File: src/design/pot_pkg.sv
package pot_pkg;

    localparam int PORTS = 1024;
    localparam int PORT_W = $clog2(PORTS);
    localparam int CNT_W = $clog2(PORTS + 1);
    localparam int ID_W = 16;
    localparam int OWNER_W = 2 * ID_W;
    localparam int ENTRY_W = OWNER_W + 1;

    localparam logic [1:0] FUNC_REGISTER = 2'd0;
    localparam logic [1:0] FUNC_UNREGISTER = 2'd1;
    localparam logic [1:0] FUNC_LOOKUP = 2'd2;
    localparam logic [1:0] FUNC_UNREG_ALL = 2'd3;

    localparam logic [2:0] STATUS_OK = 3'd0;
    localparam logic [2:0] STATUS_BAD_PORT = 3'd1;
    localparam logic [2:0] STATUS_ALREADY = 3'd2;
    localparam logic [2:0] STATUS_NOT_REG = 3'd3;
    localparam logic [2:0] STATUS_NOT_OWNER = 3'd4;

    typedef enum logic [2:0] {
        CMD_REGISTER,
        CMD_UNREGISTER,
        CMD_LOOKUP,
        CMD_UNREG_ALL,
        CMD_BAD_PORT
    } cmd_kind_t;

    typedef struct packed {
        cmd_kind_t             kind;
        logic [PORT_W-1:0]     port;
        logic [OWNER_W-1:0]    caller;
    } cmd_t;

endpackage

File: src/design/pot_front.sv
module pot_front
    import pot_pkg::*;
(
    input  logic               aclk,
    input  logic               aresetn,
    input  logic               s_valid,
    output logic               s_ready,
    input  logic [1:0]         s_func,
    input  logic [10:0]        s_port,
    input  logic [ID_W-1:0]    s_caller_proc,
    input  logic [ID_W-1:0]    s_caller_thread,
    output logic               q_valid,
    output cmd_t               q_cmd,
    input  logic               q_pop
);

    cmd_t       fifo_reg [2];
    logic       wr_ptr_reg;
    logic       rd_ptr_reg;
    logic [1:0] count_reg;
    cmd_t       cmd_in;
    logic       push;
    logic       bad_port;

    // Ports beyond the table are caught here so the back end never touches the RAM for them.
    assign bad_port = {1'b0, s_port} >= 12'(PORTS);

    always_comb begin
        cmd_in.port = s_port[PORT_W-1:0];
        cmd_in.caller = {s_caller_proc, s_caller_thread};
        unique case (s_func)
            FUNC_REGISTER:   cmd_in.kind = bad_port ? CMD_BAD_PORT : CMD_REGISTER;
            FUNC_UNREGISTER: cmd_in.kind = bad_port ? CMD_BAD_PORT : CMD_UNREGISTER;
            FUNC_LOOKUP:     cmd_in.kind = bad_port ? CMD_BAD_PORT : CMD_LOOKUP;
            FUNC_UNREG_ALL:  cmd_in.kind = CMD_UNREG_ALL;
            default:         cmd_in.kind = CMD_UNREG_ALL;
        endcase
    end

    assign s_ready = aresetn && (count_reg != 2'd2);
    assign push = s_valid && s_ready;
    assign q_valid = (count_reg != 2'd0);
    assign q_cmd = fifo_reg[rd_ptr_reg];

    always_ff @(posedge aclk) begin
        if (push) begin
            fifo_reg[wr_ptr_reg] <= cmd_in;
        end
        if (!aresetn) begin
            wr_ptr_reg <= 1'b0;
            rd_ptr_reg <= 1'b0;
            count_reg <= 2'd0;
        end else begin
            if (push) begin
                wr_ptr_reg <= !wr_ptr_reg;
            end
            if (q_pop) begin
                rd_ptr_reg <= !rd_ptr_reg;
            end
            count_reg <= count_reg + {1'b0, push} - {1'b0, q_pop};
        end
    end

`ifndef NO_ASSERTIONS
    a_pop_not_empty: assert property (@(posedge aclk) disable iff (!aresetn)
        q_pop |-> count_reg != 2'd0)
        else $error("command queue popped while empty");

    a_count_range: assert property (@(posedge aclk) disable iff (!aresetn)
        count_reg != 2'd3)
        else $error("command queue count out of range");
`endif

endmodule

File: config.mk
export PLATFORM = sky130hd
export DESIGN_NAME = pot_front
export DESIGN_NICKNAME = d
export VERILOG_FILES = /design/src/design/pot_pkg.sv /design/src/design/pot_front.sv
export SDC_FILE = /design/constraint.sdc
export NUM_CORES = 1
export LEC_CHECK = 0
export BUFFER_PORTS_ARGS = -buffer_cell sky130_fd_sc_hd__buf_4
export CAP_MARGIN = 20
export CORE_MARGIN = 8
export CORE_UTILIZATION = 50
export CTS_CLUSTER_SIZE = 40
export DETAILED_ROUTE_END_ITERATION = 16
export PLACE_DENSITY = 0.81
export SLEW_MARGIN = 20
export SYNTH_ARGS = -nofsm -noshare
export SYNTH_HDL_FRONTEND = slang
export SYNTH_SLANG_ARGS = --single-unit
File: constraint.sdc
create_clock -name aclk -period 5.7 [get_ports aclk]
set_input_delay 1.71 -clock aclk [delete_from_list [all_inputs] [get_ports aclk]]
set_output_delay 1.71 -clock aclk [all_outputs]
set_load 0.03 [all_outputs]
==> metrics.txt, run 1 <==
status finished clean; Clk Latency, worst-skew pair about 0.35 ns; max-cap check violation count 0; CTS tree done; leakage power 0.001832 uW; Worst EP required 3.99 ns; Hold Vio Cnt, Final 0; hpwl dp 4456 um; post-route ant nets 0; Clock transition at path regs 0.08 ns; Ys Warns 0; Starting Density 51.37%; fin crit share 70.26%; Overall Global Routing Usage 12.52%; most common cell after layout, fill and taps aside buf_4; post_cts resized 0; Yosys top cell by area edfxtp_1; clock share of power between 20% and 30%; CTS max path bufs 2; pin count of the biggest net entering global routing 46; die footprint approximately 0.010 sq mm; RSZ-0062 raised after global routing no; initial antenna violation count 0; Vias/cell 4.747; Clock Tree Root clkbuf_8; CP Launch Type flop; Post CTS Setup Buffer Count 0; final setup violation count 0; kind of critical path flop to output pin; sequential fraction of the synthesis area 75.62%; Synth Net Count 220; NumNets Final 323; grt ovf 0; Tightest Hold Check Type flop to flop; synthesized cell area 0.003706 sq mm; Sw Ratio roughly a quarter; port bufs 95; Rel. slew slack 29.97%; # clock sinks 95; most frequent cells in the layout 97 x buf_4, 90 x edfxtp_1, 40 x mux2_4; Synth area leaders edfxtp_1 73%, mux2_4 16%, dfxtp_1 2.7%; Die H 102.1 um; std cell rows 31; Post-CTS Hold Buffers 0; top cell type's share of synthesized area 72.92%; Finished Cell Area 0.004688 sq mm; vias around 1800; Peak VDD IR between 150 and 200 uV; chip width 102.1 um; cts bufs inserted 9; total core area 0.007214 sq mm; Flop pwr share 52.7%; Worst-Margin Slew about 1.1 ns; Max Slew Vio Count 0; vias in the first global route approximately 1900; part of the power in combinational logic 18.2%; Psw slightly below 400 uW; DR WL/cell 16.85 um; critical path arrival 2.29 ns; first-pass GRT wire length 9763 um; share of layout cells above drive strength 1 57.76%; Cell Area, Placed 0.004477 sq mm; Worst setup EP type output pin; Internal 1195 uW; WL final roughly 6300 um; max reg flops 90; IO Count 96; count of cell types in the netlist 20; # H-tree levels 3; final worst path period need 4.005 ns; Area growth syn-to-layout 26.50%; power density over the cells 339.6 mW/mm^2; Fin Clk Skew 0.01248 ns; post-route setup TNS 0 ns; GPL Wtd Cong approximately 0.64; Synth Area per Inst between 20 and 25 sq um; drt drc 0; # diodes 0; fmax 0.2497 GHz; DRT Pass-1 Iters 4; drt initial violations between 60 and 70; Placed Instances 360; Worst Path Max Fanout 29; Post-Layout Cell Count 376; FF+latch count, synth 95; Mapped Cells 169
cell type report:
class,instances,area (sq um)
clock buffer,9,123.9
clock inverter,7,87.58
fill,533,2526
inverter,3,11.26
multi-input combinational,66,809.5
sequential,95,2804
tap,99,123.9
timing repair buffer,97,728.2
final timing paths:
path	cells after the start	slack (ns)	endpoint	from
worst max-delay path	3	1.70	q_cmd[44]	flop
worst min-delay path	1	0.54	wr_ptr_reg$_SDFFE_PN0P_	wr_ptr_reg$_SDFFE_PN0P_
worst max register to register	4	3.75	fifo_reg[0][5]$_DFFE_PP_	count_reg[0]$_SDFF_PN0_
worst min register to register	1	0.54	wr_ptr_reg$_SDFFE_PN0P_	wr_ptr_reg$_SDFFE_PN0P_
cells in the mapped netlist:
master / instances
edfxtp_1: 90
mux2_4: 40
and2_1: 5
dfxtp_1: 5
mux2_2: 5
buf_12: 4
a21oi_1: 3
inv_1: 3
ha_1: 2
xnor2_1: 2
a21boi_0: 1
and3_1: 1
buf_6: 1
nand2_1: 1
nand2b_1: 1
nand3_1: 1
nor2_1: 1
o21bai_1: 1
or2_2: 1
xor2_1: 1
through the flow:
step | hold WS [ns] | utilization [%] | power (uW) | setup WS (ns)
CTS | 0.5378 | 64.98 | 1612 | 1.609
finish | 0.5352 | 64.98 | 1592 | 1.695
floorplan | 0.4509 | - | 1050 | 1.531
detailed placement | 0.5181 | 62.05 | 1151 | 1.843
global route | 0.6008 | 64.98 | 1656 | 1.566
global placement | 0.5012 | 62.05 | 1144 | 1.848
power by group through the flow:
stage | sequential, uW | combinational (uW) | clock, uW
finish | 839 | 290 | 463
global route | 844 | 310 | 502
CTS | 840 | 295 | 476
detailed placement | 856 | 294 | 0
global placement | 853 | 291 | 0
floorplan | 843 | 207 | 0
kinds of logic after synthesis:
group                      count (synthesis)  synth area share (%)
xor gates and xnor gates                   3                0.7091
muxes                                     45                 17.72
DFF                                       95                 75.62
adders and majority gates                  2                0.6751
AOI/OAI and AO/OA                          5                0.8103
buffers and inverters                      8                 2.768
and+or+nand+nor                           11                 1.688
critical path: stages, from the launching register on:
cell     delay [ns]
dfxtp_2        0.95
buf_4          0.45
mux2_2         0.38
buf_4          0.17
per-layer routing:
layer  wire length, um  vias up  part of all wire, %  track usage [%]
met5                 0        -                    0                0
met2              3227       62                   51            20.74
met1              2544      858                   40            14.03
met4                90        0                  1.4            5.756
met3               474        8                  7.5            4.700
li1                  -      857                    -                -
No activity file was read; power rests on OpenSTA's default activity.
==> inputs of run 2 (changes only) <==
==> constraint.sdc (replaced) <==
create_clock -name aclk -period 4 [get_ports aclk]
set_input_delay 1.2 -clock aclk [delete_from_list [all_inputs] [get_ports aclk]]
set_output_delay 1.2 -clock aclk [all_outputs]
set_load 0.03 [all_outputs]
==> run 2 against run 1 <==
- combinational power is 50% higher
- die area stayed put
- cell area is 0.75% higher
- critical path depth stayed put
- flip-flop and latch count stayed put
- critical path type unchanged
- critical endpoint is now q_cmd[1]
- highest routed layer unchanged
==> metrics.txt, run 2 (synthesis gave the netlist of run 1 again) <==
Hold Path Depth 1; first-pass GRT wire length ~10000 um; IO Count 96; std cell rows 31; Worst setup EP type output pin; Starting Density between 50% and 60%; Clock transition at path regs around 0.080 ns; chip width 102.1 um; hpwl dp 4608 um; Area growth syn-to-layout 27.45%; # H-tree levels 3; CTS max path bufs 2; pin count of the biggest net entering global routing 29; kind of critical path flop to output pin; most common cell after layout, fill and taps aside buf_4; post-route setup TNS 0 ns; power density over the cells 480.7 mW/mm^2; total core area 0.007214 sq mm; leakage power ~0.0019 uW; die footprint between 0.01 and 0.015 sq mm; worst flop-to-flop path startpoint count_reg[0]$_SDFF_PN0_; fin crit share between 70 and 80%; Vias/cell ~4.8; max-cap check violation count 0; initial antenna violation count 0; final setup violation count 0; port bufs 95; status finished clean; Worst Path Max Fanout 26; Tightest Hold Check Type flop to flop; # diodes 0; share of layout cells above drive strength 1 58.21%; GPL Wtd Cong 0.6661; Clk Latency, worst-skew pair 0.34 ns; Post-Route Utilization about two thirds; Place WS 1.155 ns; Finished Cell Area 0.004723 sq mm; Rel. slew slack 61.91%; Die H 102.1 um; max reg flops 90; Peak VDD IR around 320 uV; Max Slew Vio Count 0; RSZ-0062 raised after global routing no; post_cts resized 0; WL final 6492 um; CTS tree done; Post CTS Setup Buffer Count 0; # clock sinks 95; Hold Vio Cnt, Final 0; fmax 0.3492 GHz; grt ovf 0; vias 1805; Setup WS post-layout 1.136 ns; CP Launch Type flop; cts bufs inserted 9; vias in the first global route 2087; Fin Clk Skew 0.009182 ns; post-route ant nets 0; NumNets Final 326; Post-CTS Hold Buffers 0; most frequent cells in the layout 99 x buf_4, 90 x edfxtp_1, 40 x mux2_4; DRT Pass-1 Iters 5; Worst EP required roughly 2.8 ns; drt initial violations 62; Cell Area, Placed 0.004512 sq mm; Overall Global Routing Usage 12.98%; final worst path period need between 2 and 3 ns; drt drc 0; Worst-Margin Slew 0.5700 ns; Hold Path Origin wr_ptr_reg$_SDFFE_PN0P_; Tot Pwr roughly 2300 uW; critical path arrival approximately 1.7 ns; Clock Tree Root clkbuf_8; Reg2Reg Depth 4; DR WL/cell 17.13 um
run 2: cell types whose count changed in the layout (fill, tap and decap cells not counted):
cell and change:
buf_12 +1, buf_4 +2
run 2: power by group:
part	switching [uW]	total [uW]	leakage, uW	internal (uW)
registers	19.2	1180	0.000866	1160
clock network	308	655	0.000100	347
logic	236	436	0.000885	200
total	563	2270	0.00185	1710
run 2: per-layer routing:
layer	track usage [%]	part of all wire, %	wire [um]
met1	13.91	39	2549
met2	22.59	52	3376
met3	5.518	7.8	506
met4	4.063	0.91	59
met5	0	0	0
run 2: worst paths after layout:
kind / endpoint / slack (ns)
worst min register to register: wr_ptr_reg$_SDFFE_PN0P_ / 0.54
worst min-delay path: wr_ptr_reg$_SDFFE_PN0P_ / 0.54
worst max register to register: fifo_reg[0][8]$_DFFE_PP_ / 2.20
worst max-delay path: q_cmd[1] / 1.14
run 2: final cells by class:
class / instances / area [sq um]
fillers: 531 / 2491
well taps: 99 / 123.9
inverters: 3 / 11.26
clock buffers: 9 / 123.9
clock inverters: 7 / 87.58
multi-input cells: 66 / 809.5
repair buffers: 100 / 763.2
flip-flops and latches: 95 / 2804
run 2: critical path: stages (launching register included):
cell and delay (ns):
dfxtp_2 0.33, buf_4 0.40, mux2_2 0.41, buf_4 0.17
run 2: per-stage QoR:
stage / instances / hold WS (ns)
finish: 379 / 0.5370
global route: 379 / 0.5739
CTS: 379 / 0.5375
detailed placement: 363 / 0.5169
global placement: 363 / 0.5010
floorplan: 169 / 0.4509
